[src/hw/rtl/isfe_pkg.sv]
// shared types and constants for the inverse-square field evaluator
package isfe_pkg;

  localparam int MAX_BODIES_DEF = 8;
  localparam int COORD_W        = 24;
  localparam int MASS_W         = 32;
  localparam int FIELD_W        = 40;
  localparam int ACTIVE_W       = 4;
  localparam int DIFF_W         = COORD_W + 1;
  localparam int MAG_W          = COORD_W;
  localparam int D2_W           = 50;
  localparam int RAD_W          = 64;
  localparam int ROOT_W         = 32;
  localparam int DEN_W          = 82;
  localparam int PROD_W         = 64;
  localparam int NUM_W          = 97;
  localparam int NUM_SHIFT      = 41;
  localparam int Q_W            = 40;
  localparam logic [D2_W-1:0] SKIP_D2 = D2_W'(43);

  localparam logic opcode_load = 1'b0;
  localparam logic opcode_eval = 1'b1;

  typedef struct packed {
    logic [MASS_W-1:0]         mass;
    logic signed [COORD_W-1:0] z;
    logic signed [COORD_W-1:0] y;
    logic signed [COORD_W-1:0] x;
  } body_t;

endpackage

[src/hw/rtl/isfe_body_mem.sv]
// body table memory with per-entry valid bits, registered read
module isfe_body_mem #(
  parameter int MAX_BODIES = isfe_pkg::MAX_BODIES_DEF,
  localparam int IDX_W = (MAX_BODIES > 1) ? $clog2(MAX_BODIES) : 1
) (
  input  logic                    clk,
  input  logic                    rst,
  input  logic                    wr_en,
  input  logic [IDX_W-1:0]        wr_addr,
  input  isfe_pkg::body_t         wr_data,
  input  logic                    rd_en,
  input  logic [IDX_W-1:0]        rd_addr,
  output isfe_pkg::body_t         rd_data
);
  isfe_pkg::body_t       mem [MAX_BODIES];
  logic [MAX_BODIES-1:0] valid;

  always_ff @(posedge clk) begin
    if (rst) begin
      valid <= '0;
    end else if (wr_en) begin
      valid[wr_addr] <= 1'b1;
    end
  end

  // entries never loaded read as the cleared value
  always_ff @(posedge clk) begin
    if (wr_en) begin
      mem[wr_addr] <= wr_data;
    end
    if (rd_en) begin
      rd_data <= valid[rd_addr] ? mem[rd_addr] : '0;
    end
  end

endmodule

[config.mk]
export PLATFORM = sky130hd
export DESIGN_NAME = isfe_body_mem
export DESIGN_NICKNAME = d
export VERILOG_FILES = /design/src/hw/rtl/isfe_pkg.sv /design/src/hw/rtl/isfe_body_mem.sv
export SDC_FILE = /design/constraint.sdc
export NUM_CORES = 1
export LEC_CHECK = 0
export BUFFER_PORTS_ARGS = -buffer_cell sky130_fd_sc_hd__buf_2
export CORE_MARGIN = 5
export CORE_UTILIZATION = 50
export DETAILED_ROUTE_END_ITERATION = 10
export PLACE_DENSITY_LB_ADDON = 0.3
export RECOVER_POWER = 100
export SLEW_MARGIN = 10
export SYNTH_ARGS = -nofsm -noshare
export SYNTH_HDL_FRONTEND = slang
export SYNTH_SLANG_ARGS = --single-unit
[constraint.sdc]
create_clock -name clk -period 18.55 [get_ports clk]
set_input_delay 3.71 -clock clk [delete_from_list [all_inputs] [get_ports clk]]
set_output_delay 3.71 -clock clk [all_outputs]
set_load 0.02 [all_outputs]
==> qor.yml <==
timing:
  hold_viol: 0
  period_minus_slack_ns: 10.92
  skew_ns: 0.0240
  rsz0062_at_grt: "false"
  finalSetupTns_ns: 0
  worstMarginPinSlew_ns: 8.15
  finalSetupViolCount: 0
  whs_ns: 0.467
  fmax_ghz: 0.0916
  fin_ws_ns: 7.63
  slew_headroom: -4.43
  fin_crit_sh: 0.589
  drv_slew: 1119
detailed_routing:
  via_per_inst: 5.62
  wl_um: 69800
  drt_first_pass_iters: 5
  wl_per_cell_um: 25.5
  drt_iter0_drc: 1137
  vias: 15394
  drc: 0
  postRouteAntennaNets: 0
grt:
  grt_usage: 0.186
  antenna_found_initial: 15
  grt_most_used_layer: "met2"
  use_met3: 0.0504
  grtUsageMet2: 0.302
  grt_overflow_total: 0
  grt_max_degree: 112
  grt_pass1_wl_um: 105000
  met1_usage: 0.257
  grt_pass1_vias: 16645
critical_path:
  crit_required_ns: 18.76
  worstPathCellList: "clkbuf_1, mux4_2, mux2i_4, clkbuf_1, nor2_1"
  critPathTopFamily: "buffers and inverters"
  setup.worst_path.class: "in -> reg"
  cp-start-kind: "primary input"
  cp_num_buf_inv: 2
  crit_top_cell: "clkbuf_1"
  crit_path_top_delay_cell: "clkbuf_1"
  cp_slowest_stage_delay_ns: 3.35
  critPathMaxFanout: 60
  end_kind: "flip-flop"
  cp.arrival_ns: 11.13
floorplanning:
  coreArea_um2: 69800
  top_level_ports: 218
  die_h_um: 275
  initial_core_util: 0.502
  rows: 97
  die_w_um: 275
  die-area_um2: 75500
clock_tree:
  path_clk_slew_ns: 0.06
  cts_tree: "yes"
  root_buffer: "clkbuf_16"
  clock_latency_ns: 0.64
  cts_hold_buf: 0
  htree_levels: 3
  clockBufferDepth: 3
  post-cts-setup-buffer-count: 0
  numCtsBuffers: 93
  ctsResizeCount: 0
  cts_sinks: 944
power_and_ir_drop:
  vdd_ir_drop_max_mv: 0.0838
  total_power_mw: 4.48
  leakage_nw: 12.6
  p_per_area_nw_per_um2: 113
final_layout:
  post-route-util: 0.569
  seq_area_um2: 28300
  layout-drive-gt1-share: 0.194
  nNetsFinal: 1835
  syn_to_final_growth_pct: 13.3
  final_cell_mix: "edfxtp_1 (936), clkbuf_1 (250), mux4_2 (210)"
  fillers: 5145
  fin_cells: 2741
  multi_input_area_um2: 6350
  final_area_um2: 39700
  layout_commonest_cell: "edfxtp_1"
place:
  place_congestion: 0.696
  portBuffers: 217
  place_area_um2: 37200
  dp_hpwl_um: 34700
  place_ws_ns: 12.07
  dpl.cell_count: 2566
yosys:
  syn_nets: 1569
  synth.distinct_cells: 18
  synth_top_area_frac: 0.802
  yosysWarnings: 0
  async_flop_share: 0
  ys_seq_area_frac: 0.807
  syn_area_um2: 35000
  ys.flop_type: "edfxtp_1"
  netlist_top_cells_area: "edfxtp_1 (80%), mux4_2 (14%), mux2i_1 (3.0%), nor2_1 (1.2%), buf_6 (0.48%)"
  synthCells: 1455
  synth_edf_count: 936
  synth_seq_cells: 944
  synth_top_area_cell: "edfxtp_1"
  syn_area_per_cell_um2: 24.1
status:
  outcome: "finished with violations"
  violations: "max-capacitance violations, max-slew violations"
run:
  max-cap-violations: 19
hold_path:
  hold_path.class: "reg -> reg"
Yosys cell counts, types with 2 or more instances:
library cell	number
dfxtp_1	8
mux4_2	210
mux2i_1	104
o21ba_2	3
edfxtp_1	936
nand2_1	2
nor2_1	115
buf_2	33
buf_4	7
nor4bb_1	2
buf_6	15
clkbuf_1	13
and4b_1	2
kinds of logic after synthesis:
| group | Yosys count | share of synthesized area |
|---|---|---|
| buf+inv | 69 | 0.0125 |
| compound gates | 3 | 0.000857 |
| mux | 315 | 0.165 |
| flops | 944 | 0.807 |
| simple gates | 124 | 0.0143 |
final timing paths:
check | from | end | slack [ns] | cells after the start
setup reg to reg | valid[7]$_SDFFE_PP0P_ | rd_data[74]$_SDFFCE_PN0P_ | 14.16 | 4
hold / removal | valid[6]$_SDFFE_PP0P_ | valid[6]$_SDFFE_PP0P_ | 0.47 | 2
setup / recovery | rd_addr[0] | rd_data[74]$_SDFFCE_PN0P_ | 7.63 | 5
hold reg to reg | valid[6]$_SDFFE_PP0P_ | valid[6]$_SDFFE_PP0P_ | 0.47 | 2
cell type report:
class                      count  share of cell area
antenna                        5            0.000315
tap                          940              0.0296
clock buffer                 115              0.0613
sequential                   944               0.712
multi-input combinational    442               0.160
clock inverter                55              0.0125
timing repair buffer         240              0.0241
power by group:
group | total (mW) | internal [mW] | switching, mW
Sequential | 2.45 | 2.43 | 0.0189
Clock | 1.81 | 1.05 | 0.756
Combinational | 0.220 | 0.0872 | 0.133
tightest hold or removal path, delay by kind of cell, from the launching register on:
family / cells / cell delay (ns)
DFF: 1 / 0.32
and+or+nand+nor: 2 / 0.12
state kept, by name, summed over array words and instances (netlist names):
signal	count
valid	8
rd_data	104
mem	832
per-layer routing:
| metal | routed length [um] | vias up |
|---|---|---|
| met4 | 1140 | 20 |
| met1 | 29200 | 8195 |
| met3 | 5030 | 114 |
| met2 | 34400 | 414 |
| li1 | - | 6651 |
| met5 | 111 | - |
No activity file was read; power rests on OpenSTA's default activity.
