[config.mk]
export PLATFORM = sky130hd
export DESIGN_NAME = isfe_sqrt
export DESIGN_NICKNAME = d
export VERILOG_FILES = /design/src/hw/rtl/isfe_pkg.sv /design/src/hw/rtl/isfe_sqrt.sv
export SDC_FILE = /design/constraint.sdc
export NUM_CORES = 1
export LEC_CHECK = 0
export ABC_CLOCK_PERIOD_IN_PS = 9700
export BUFFER_PORTS_ARGS = -buffer_cell sky130_fd_sc_hd__buf_2
export CAP_MARGIN = 20
export CORE_MARGIN = 2
export CORE_UTILIZATION = 45
export DETAILED_ROUTE_END_ITERATION = 10
export PLACE_DENSITY = 0.74
export SLEW_MARGIN = 25
export SYNTH_ARGS = -nofsm -noshare
export SYNTH_HDL_FRONTEND = slang
export SYNTH_SLANG_ARGS = --single-unit
[constraint.sdc]
create_clock -name clk -period 9.7 [get_ports clk]
set_input_delay 1.94 -clock clk [delete_from_list [all_inputs] [get_ports clk]]
set_output_delay 1.94 -clock clk [all_outputs]
set_load 0.02 [all_outputs]
[src/hw/rtl/isfe_pkg.sv]
// shared types and constants for the inverse-square field evaluator
package isfe_pkg;

  localparam int MAX_BODIES_DEF = 8;
  localparam int COORD_W        = 24;
  localparam int MASS_W         = 32;
  localparam int FIELD_W        = 40;
  localparam int ACTIVE_W       = 4;
  localparam int DIFF_W         = COORD_W + 1;
  localparam int MAG_W          = COORD_W;
  localparam int D2_W           = 50;
  localparam int RAD_W          = 64;
  localparam int ROOT_W         = 32;
  localparam int DEN_W          = 82;
  localparam int PROD_W         = 64;
  localparam int NUM_W          = 97;
  localparam int NUM_SHIFT      = 41;
  localparam int Q_W            = 40;
  localparam logic [D2_W-1:0] SKIP_D2 = D2_W'(43);

  localparam logic opcode_load = 1'b0;
  localparam logic opcode_eval = 1'b1;

  typedef struct packed {
    logic [MASS_W-1:0]         mass;
    logic signed [COORD_W-1:0] z;
    logic signed [COORD_W-1:0] y;
    logic signed [COORD_W-1:0] x;
  } body_t;

endpackage

[src/hw/rtl/isfe_sqrt.sv]
// iterative integer square root, two radicand bits per cycle
module isfe_sqrt (
  input  logic                          clk,
  input  logic                          rst,
  input  logic                          start,
  input  logic [isfe_pkg::RAD_W-1:0]    radicand,
  output logic                          done,
  output logic [isfe_pkg::ROOT_W-1:0]   root
);
  localparam int STEPS = isfe_pkg::RAD_W / 2;

  logic [isfe_pkg::RAD_W-1:0] v;
  logic [isfe_pkg::RAD_W-1:0] res;
  logic [isfe_pkg::RAD_W-1:0] bitv;
  logic [$clog2(STEPS)-1:0]   cnt;
  logic                       busy;
  logic [isfe_pkg::RAD_W-1:0] trial;

  assign trial = res + bitv;
  assign root  = res[isfe_pkg::ROOT_W-1:0];

  always_ff @(posedge clk) begin
    if (rst) begin
      busy <= 1'b0;
      done <= 1'b0;
      cnt  <= '0;
    end else begin
      done <= 1'b0;
      if (start) begin
        busy <= 1'b1;
        cnt  <= '0;
        v    <= radicand;
        res  <= '0;
        bitv <= {2'b01, {(isfe_pkg::RAD_W-2){1'b0}}};
      end else if (busy) begin
        if (v >= trial) begin
          v   <= v - trial;
          res <= (res >> 1) + bitv;
        end else begin
          res <= res >> 1;
        end
        bitv <= bitv >> 2;
        cnt  <= cnt + 1'b1;
        if (cnt == $clog2(STEPS)'(STEPS - 1)) begin
          busy <= 1'b0;
          done <= 1'b1;
        end
      end
    end
  end

endmodule

==> out/metrics.yaml <==
status: "finished, final reports clean"
ys_ff_latch: 167
fin_crit_sh_pct: 73.9
clockRootBuffer: "clkbuf_16"
synth_xor_xnor_area_share_pct: 9.89
fmax_ghz: 0.139
synth_cell_types: 79
place.gp.congestion: 0.959
min_path_cells: 2
startpoint_type: "register"
clk_pin_slew_worst_paths_ps: 70
final-hold-violation-count: 0
cts_tree: "yes"
synth_async_sr_flop_share_pct: 0
synth_common_cells: "217 x nand2_1, 160 x edfxtp_1, 150 x nor2_1, 147 x o21ai_0, 132 x ha_1"
regToRegEndpoint: "res[23]"
rows: 67
htreeDepth: 4
grt_max_degree: 87
synthMuxAreaShare_pct: 1.39
p_leak_nw: 6.30
drc: 0
worst_pin_slew_ps: 1010
synth_top_area_share_pct: 31.2
synthToLayoutAreaGrowth_pct: 7.57
hpwl_um: 31800
critPathArrivalTime_ps: 7340
worstPathRequired_ps: 9870
synth_compound_area_share_pct: 22.7
synthAdderAreaFrac_pct: 10.8
timing.rr.start: "res[2]"
yosysMostFrequentCell: "nand2_1"
yosysWarnings: 0
max_slew_margin_pct: 32.9
grt_pass1_vias: 13000
cts_resized: 0
syn_area_mm2: 0.0154
holdWs_ps: 518
crit_path_end_kind: "register"
cp_max_fo: 86
r2r_slack_ps: 2530
cts.hold.buffers_added: 0
path_depth: 23
crit_family: "compound AO/OA/AOI/OAI gates"
rr_worst_depth: 23
ys_seq_area_share_pct: 32.1
diodes: 0
hp-start: "cnt[4]"
syn_nets: 1972
grt_pass1_wl_um: 68200
min_path_type: "register to register"
synth-edff-count: 160
power_density_mw_per_mm2: 209
clockBufferDepth: 2
wirelength_um: 42600
yosys.area_share.simple_pct: 19.0
period_needed_ps: 7170
cts_setup_buffers: 0
initial_core_util_pct: 45.8
whs_endpoint: "cnt[4]"
die_area_mm2: 0.0357
path_cells: "ha_1 -> a31oi_1 -> o21bai_1 -> a211oi_1 -> o21ai_0 -> inv_1 -> o21ai_0 -> nand2_1 -> nand2_1 -> a31oi_1 -> xor2_1 -> ha_1 -> nand4_1 -> or4_4 -> or4_4 -> a21oi_2 -> nor3_1 -> a21oi_4 -> o221a_4 -> buf_4 -> o21ai_0 -> xor2_1 -> nor2_1"
setup_viol: 0
wl_per_cell_um: 18.9
coreArea_mm2: 0.0336
die_h_um: 189
layout-drive-gt1-share_pct: 10.2
drt_iter0_markers: 1378
ant_nets: 0
synth_top_cells_by_area: "edfxtp_1 31%, ha_1 11%, nand2_1 5.3%, xnor2_1 4.9%, xor2_1 4.9%"
rsz0062_at_grt: "false"
finClkSkew_ps: 16.9
ir_worst_vdd_mv: 0.139
crit_type: "register to register"
synth_top_family_by_area: "compound AO/OA/AOI/OAI gates"
via_per_inst: 6.02
slew_viol_final: 0
crit_top_cell: "o21ai_0"
cts.sinks: 167
io_pins: 100
cp_num_buf_inv: 2
dp.cells: 2226
dieWidth_um: 189
critPathSlowestCell: "buf_4"
first_pass_iters: 6
synthCells: 1772
numCtsBuffers: 17
place.port_buffers: 99
nets: 1997
yosysTopAreaCell: "edfxtp_1"
via_count: 13600
clk-insertion-delay-late_ps: 440
grtUsageTotal_pct: 23.6
slowest_delay_ps: 750
syn-mean-instance-area_um2: 8.70
antenna_found_initial: 0
tns_ps: 0
ys.flop_type: "edfxtp_1"
gr-total-overflow: 0
cap_viol_max_count: 0
layoutNonFillerInstCount: 2258
[power breakdown]
| part | internal [mW] | leakage [nW] | switching (mW) |
|---|---|---|---|
| logic | 0.666 | 4.41 | 1.06 |
| registers | 0.933 | 1.60 | 0.0953 |
| clock network | 0.386 | 0.289 | 0.336 |
| total | 1.99 | 6.30 | 1.49 |
[metal layers]
metal,up-vias,wire [um],global-route usage (%)
met2,547,19000,36.7
met3,63,2650,3.26
li1,6594,-,-
met4,0,869,6.94
met1,6379,20000,34.1
met5,-,0,0
[worst max-delay path by stage]
stage	from	to	slack, ps
6_report	res[2]	res[23]	2530
3_5_place_dp	res[2]	res[5]	2710
4_1_cts	res[2]	res[23]	2650
5_1_grt	res[2]	res[23]	1890
3_3_place_gp	res[0]	res[19]	2900
2_1_floorplan	res[2]	v[0]	1550
[flip-flops by register name, summed over array words and instances (netlist names)]
register and count:
res 64, bitv 32, v 64, done 1
busy 1, cnt 5
[layout by cell type (no fill, tap or decap), drive strengths merged, types with 23 or more instances in the layout]
cell / Yosys / routed
ha: 132 / 132
o21ai: 153 / 153
buf: 48 / 104
a31oi: 52 / 52
inv: 23 / 29
nor2b: 56 / 56
edfxtp: 160 / 160
xor2: 87 / 87
a21o: 47 / 47
nor2: 150 / 150
nand4: 44 / 44
nand2: 217 / 217
a21oi: 117 / 117
nand3: 31 / 31
o21bai: 29 / 29
xnor2: 87 / 87
a211oi: 23 / 23
[kinds of logic after synthesis]
family | after synthesis
AO/OA/AOI/OAI | 540
XOR/XNOR | 174
adder cells (fa/ha/maj) | 133
buffers and inverters | 122
flip-flops | 167
multiplexers | 21
AND/OR/NAND/NOR | 615
[tightest hold or removal path, delay by kind of cell (launching register included)]
family | cells | cell delay (ps)
AND/OR/NAND/NOR | 1 | 70
flip-flops | 1 | 340
multiplexers | 1 | 70
[cell type report]
type / instances / area, um^2
Clock inverter: 15 / 166
Multi-Input combinational cell: 1483 / 9850
Clock buffer: 17 / 425
Fill cell: 3152 / 17000
Timing Repair Buffer: 104 / 539
Tap cell: 448 / 561
Inverter: 24 / 92.6
Sequential cell: 167 / 4940
[through the flow]
step / area [um^2] / setup slack [ps] / util (%) / power (mW)
2_1_floorplan: 15400 / 1550 / - / 2.35
3_3_place_gp: 16000 / 2900 / 47.6 / 2.70
3_5_place_dp: 16000 / 2710 / 47.6 / 2.72
4_1_cts: 16600 / 2650 / 49.3 / 3.45
5_1_grt: 16600 / 1890 / 49.3 / 3.70
6_report: 16600 / 2530 / 49.3 / 3.47
(Power assumes the default switching activity.)
