### src/hw/rtl/isfe_pkg.sv
// shared types and constants for the inverse-square field evaluator
package isfe_pkg;

  localparam int MAX_BODIES_DEF = 8;
  localparam int COORD_W        = 24;
  localparam int MASS_W         = 32;
  localparam int FIELD_W        = 40;
  localparam int ACTIVE_W       = 4;
  localparam int DIFF_W         = COORD_W + 1;
  localparam int MAG_W          = COORD_W;
  localparam int D2_W           = 50;
  localparam int RAD_W          = 64;
  localparam int ROOT_W         = 32;
  localparam int DEN_W          = 82;
  localparam int PROD_W         = 64;
  localparam int NUM_W          = 97;
  localparam int NUM_SHIFT      = 41;
  localparam int Q_W            = 40;
  localparam logic [D2_W-1:0] SKIP_D2 = D2_W'(43);

  localparam logic opcode_load = 1'b0;
  localparam logic opcode_eval = 1'b1;

  typedef struct packed {
    logic [MASS_W-1:0]         mass;
    logic signed [COORD_W-1:0] z;
    logic signed [COORD_W-1:0] y;
    logic signed [COORD_W-1:0] x;
  } body_t;

endpackage

### src/hw/rtl/isfe_div.sv
// restoring divider, one quotient bit per cycle, keeps 40 quotient bits plus overflow
module isfe_div (
  input  logic                        clk,
  input  logic                        rst,
  input  logic                        start,
  input  logic [isfe_pkg::NUM_W-1:0]  num,
  input  logic [isfe_pkg::DEN_W-1:0]  den,
  output logic                        done,
  output logic [isfe_pkg::Q_W-1:0]    quot,
  output logic                        ovf
);
  localparam int CNT_W = $clog2(isfe_pkg::NUM_W);

  logic [isfe_pkg::NUM_W-1:0] n;
  logic [isfe_pkg::DEN_W-1:0] d;
  logic [isfe_pkg::DEN_W-1:0] rem;
  logic [CNT_W-1:0]           cnt;
  logic                       busy;
  logic [isfe_pkg::DEN_W:0]   sh;
  logic                       ge;

  assign sh = {rem, n[isfe_pkg::NUM_W-1]};
  assign ge = sh >= {1'b0, d};

  always_ff @(posedge clk) begin
    if (rst) begin
      busy <= 1'b0;
      done <= 1'b0;
      cnt  <= '0;
    end else begin
      done <= 1'b0;
      if (start) begin
        busy <= 1'b1;
        cnt  <= '0;
        n    <= num;
        d    <= den;
        rem  <= '0;
        quot <= '0;
        ovf  <= 1'b0;
      end else if (busy) begin
        n    <= n << 1;
        rem  <= ge ? isfe_pkg::DEN_W'(sh - {1'b0, d}) : sh[isfe_pkg::DEN_W-1:0];
        quot <= {quot[isfe_pkg::Q_W-2:0], ge};
        // a bit leaving the top means the quotient is past the field range
        ovf  <= ovf | quot[isfe_pkg::Q_W-1];
        cnt  <= cnt + 1'b1;
        if (cnt == CNT_W'(isfe_pkg::NUM_W - 1)) begin
          busy <= 1'b0;
          done <= 1'b1;
        end
      end
    end
  end

endmodule

### config.mk
export PLATFORM = sky130hd
export DESIGN_NAME = isfe_div
export DESIGN_NICKNAME = d
export VERILOG_FILES = /design/src/hw/rtl/isfe_pkg.sv /design/src/hw/rtl/isfe_div.sv
export SDC_FILE = /design/constraint.sdc
export NUM_CORES = 1
export LEC_CHECK = 0
export ABC_AREA = 1
export BUFFER_PORTS_ARGS = -buffer_cell sky130_fd_sc_hd__buf_4
export CAP_MARGIN = 20
export CORE_ASPECT_RATIO = 0.6
export CORE_MARGIN = 10
export CORE_UTILIZATION = 55
export DETAILED_ROUTE_END_ITERATION = 6
export GPL_TIMING_DRIVEN = 0
export PLACE_DENSITY_LB_ADDON = 0.25
export SETUP_SLACK_MARGIN = 0.2
export SLEW_MARGIN = 20
export SYNTH_ARGS = -nofsm -noshare
export SYNTH_HDL_FRONTEND = slang
export SYNTH_SLANG_ARGS = --single-unit
export TNS_END_PERCENT = 50
### constraint.sdc
create_clock -name clk -period 26 [get_ports clk]
set_clock_uncertainty 0.05 [all_clocks]
set_input_delay 0 -clock clk [delete_from_list [all_inputs] [get_ports clk]]
set_output_delay 0 -clock clk [all_outputs]
set_load 0.02 [all_outputs]
==> impl_metrics.py <==
metrics = {
    "outcome": {
        "status": "completed",
    },
    "placed_design": {
        "dpl_cell_area_sq_mm": 0.0230,
        "port_buffers": 223,
        "dp_hpwl_microns": 58100,
        "gp_congestion": 1.07,
    },
    "worst_setup_path": {
        "startpoint_type": "flip-flop",
        "crit_fanout": 10,
        "cp.required_ns": 26.28,
        "worstPathArrival_ns": 4.36,
        "critPathBufInv": 2,
        "path_class": "flip-flop to flip-flop",
        "cp_common_cell": "nand2_1",
        "crit_path_top_delay_cell": "ha_1",
        "worstSetupEndpointType": "flip-flop",
        "crit_family": "simple AND/OR/NAND/NOR gates",
        "rrSetupSlack_ns": 21.92,
        "max_stage_delay_ns": 0.54,
        "path_cells": "ha_1 -> nand2_1 -> nor2_2 -> nand2_1 -> inv_2 -> nand2_2 -> nor2_1 -> nand3_1 -> nand2_1 -> nor2_4 -> nand2_8 -> buf_6 -> nand2_1 -> nor2_1 -> nor2_1",
    },
    "floorplan": {
        "start_util_pct": 55.9,
        "fp.dieArea_sq_mm": 0.0454,
        "io_pins": 224,
        "rows": 54,
        "die_h_microns": 169,
        "core_sq_mm": 0.0364,
        "die_x_microns": 268,
    },
    "layout": {
        "fin_area_sq_mm": 0.0259,
        "num-nets-final": 3499,
        "area_delta_synth_final_pct": 27.1,
        "drive_gt1_share_pct": 11.5,
        "regArea_sq_mm": 0.00925,
        "multiInputGateArea_sq_mm": 0.00891,
        "fill_cells": 2661,
    },
    "logic_synthesis": {
        "synthArstFlopShare_pct": 0,
        "netlist.top_cell.by_area": "edfxtp_1",
        "synth.most_common_cell": "nand2_1",
        "syn-cell-area_sq_mm": 0.0204,
        "synth-seq-cells": 311,
        "synth.distinct_cells": 38,
        "synth_top_area_share_pct": 44.5,
        "synth_edf_count": 302,
        "synth-main-ff-cell": "edfxtp_1",
        "synth_nets": 3044,
        "syn_inst": 2777,
        "synthTopCellsByCount": "1017 x nand2_1, 497 x inv_1, 342 x nor2_1",
        "synth_area_leaders": "edfxtp_1 45%, nand2_1 19%, inv_1 9.2%, nor2_1 6.3%, ha_1 5.2%",
        "ys_warn_count": 0,
        "yosysSeqAreaShare_pct": 45.4,
        "syn_avg_cell_area_sq_um": 7.33,
    },
    "clock_network": {
        "cts.sinks": 311,
        "cts_root_buf": "clkbuf_16",
        "clk_path_buf_depth": 3,
        "path_clk_slew_ns": 0.09,
        "numCtsBuffers": 30,
        "cts_tree": "built",
        "cts_resized": 0,
        "clk_latency_ns": 0.61,
        "h-tree-depth": 1,
    },
    "grt": {
        "grt_pass1_vias": 20172,
        "grt_max_degree": 28,
        "gr-total-overflow": 0,
        "grt_pass1_wl_microns": 120000,
        "grt_usage_pct": 35.3,
        "antenna_found_initial": 5,
    },
    "detailed_routing": {
        "vias": 21286,
        "drt_pass1_iterations": 6,
        "wl_per_cell_microns": 22.2,
        "drt-total-wl_microns": 83100,
        "routed_via_density": 5.69,
        "ant_nets": 0,
        "drtIter0Drc": 3096,
        "drcViolationCount": 0,
    },
    "pwr": {
        "peakVddDrop_mv": 0.0790,
        "p_per_area_mw_per_mm2": 63.5,
        "p_leak_nw": 12.7,
        "power_w": 0.00165,
    },
    "sta": {
        "finalHoldViolations": 0,
        "slew_headroom_pct": 23.3,
        "worstMarginPinSlew_ns": 1.15,
        "grt_setup_unrepaired": "false",
        "finalCritPeriodShare_pct": 15.7,
        "drv_slew": 0,
        "fin_crit_ns": 4.08,
        "final.setup.tns_ns": 0,
        "setup_viol": 0,
        "clock.fmax_ghz": 0.245,
    },
    "run": {
        "cap_violations": 0,
    },
    "min_path": {
        "hold_class": "input port to flip-flop",
    },
}
==> cell families after synthesis <==
kind of cell	after synthesis	synth area share, %
buffers and inverters	564	10.9
flip-flops	311	45.4
adder cells (fa/ha/maj)	85	5.26
XOR/XNOR	47	2.02
AND/OR/NAND/NOR	1570	31.2
AO/OA/AOI/OAI	200	5.22
==> final timing paths <==
kind | startpoint | to | depth (start not counted)
setup / recovery | rem[49]$_SDFFCE_PP0P_ | rem[50]$_SDFFCE_PP0P_ | 15
hold / removal | den[13] | d[13]$_DFFE_PP_ | 2
setup reg to reg | rem[49]$_SDFFCE_PP0P_ | rem[50]$_SDFFCE_PP0P_ | 15
hold reg to reg | cnt[6]$_SDFFE_PP0P_ | cnt[6]$_SDFFE_PP0P_ | 1
==> report_power, final <==
| group | leakage [nW] | switching (W) | internal, W |
|---|---|---|---|
| clock | 0.478 | 0.000223 | 0.000245 |
| sequential | 2.99 | 0.0000217 | 0.000604 |
| combinational | 9.27 | 0.000372 | 0.000180 |
==> final cells by class <==
class	count	area share, %
Tap cell	476	2.30
Timing Repair Buffer	423	15.0
Inverter	512	7.43
Antenna cell	12	0.116
Sequential cell	311	35.7
Multi-Input combinational cell	1902	34.4
Clock buffer	33	2.94
Buffer	52	1.15
Clock inverter	23	0.875
==> repair_timing <==
item | 4_1_cts | 5_1_grt
hold endpoints to repair | 269 | 0
hold buffers | 186 | 0
buffers inserted | 0 | 0
==> placed cells by master, fill, tap and decap left out, drive strengths merged, types with 27 or more instances in the layout <==
cell type    count
nor2           390
nand3b          27
xor2            47
nand3           93
o21ai           68
edfxtp         302
ha              84
dlygate4sd3    186
clkbuf          67
buf            255
a21oi          109
inv            516
nand2         1021
==> layer usage <==
metal	wire length, microns	vias up	track usage [%]
li1	-	9529	-
met1	34300	9863	50.0
met2	33400	1645	49.6
met3	11900	247	11.1
met4	3330	2	12.5
met5	145	-	2.36
==> registers in the layout (all words and copies together), names as in the netlist <==
register  flops
busy          1
quot         40
rem          82
ovf           1
n            97
d            82
cnt           7
done          1
==> worst register-to-register path, cell delays in order, from the launching register on <==
cell      delay, ns
edfxtp_1       0.39
ha_1           0.54
nand2_1        0.28
nor2_2         0.25
nand2_1        0.14
inv_2          0.08
nand2_2        0.08
nor2_1         0.36
nand3_1        0.21
nand2_1        0.16
nor2_4         0.11
nand2_8        0.22
buf_6          0.24
nand2_1        0.08
nor2_1         0.49
nor2_1         0.13
==> metrics by stage <==
stage / hold slack, ns / setup slack, ns / instances / utilization (%)
global route: 0.0630 / 21.98 / 3737 / 71.1
floorplan: 0.0489 / 14.04 / 2777 / -
global placement: 0.128 / 8.76 / 3476 / 62.2
finish: 0.0588 / 21.92 / 3744 / 71.1
detailed placement: 0.129 / 22.20 / 3490 / 63.2
CTS: 0.0398 / 22.15 / 3732 / 71.0
Note: power is estimated with default switching activity, not from simulation.
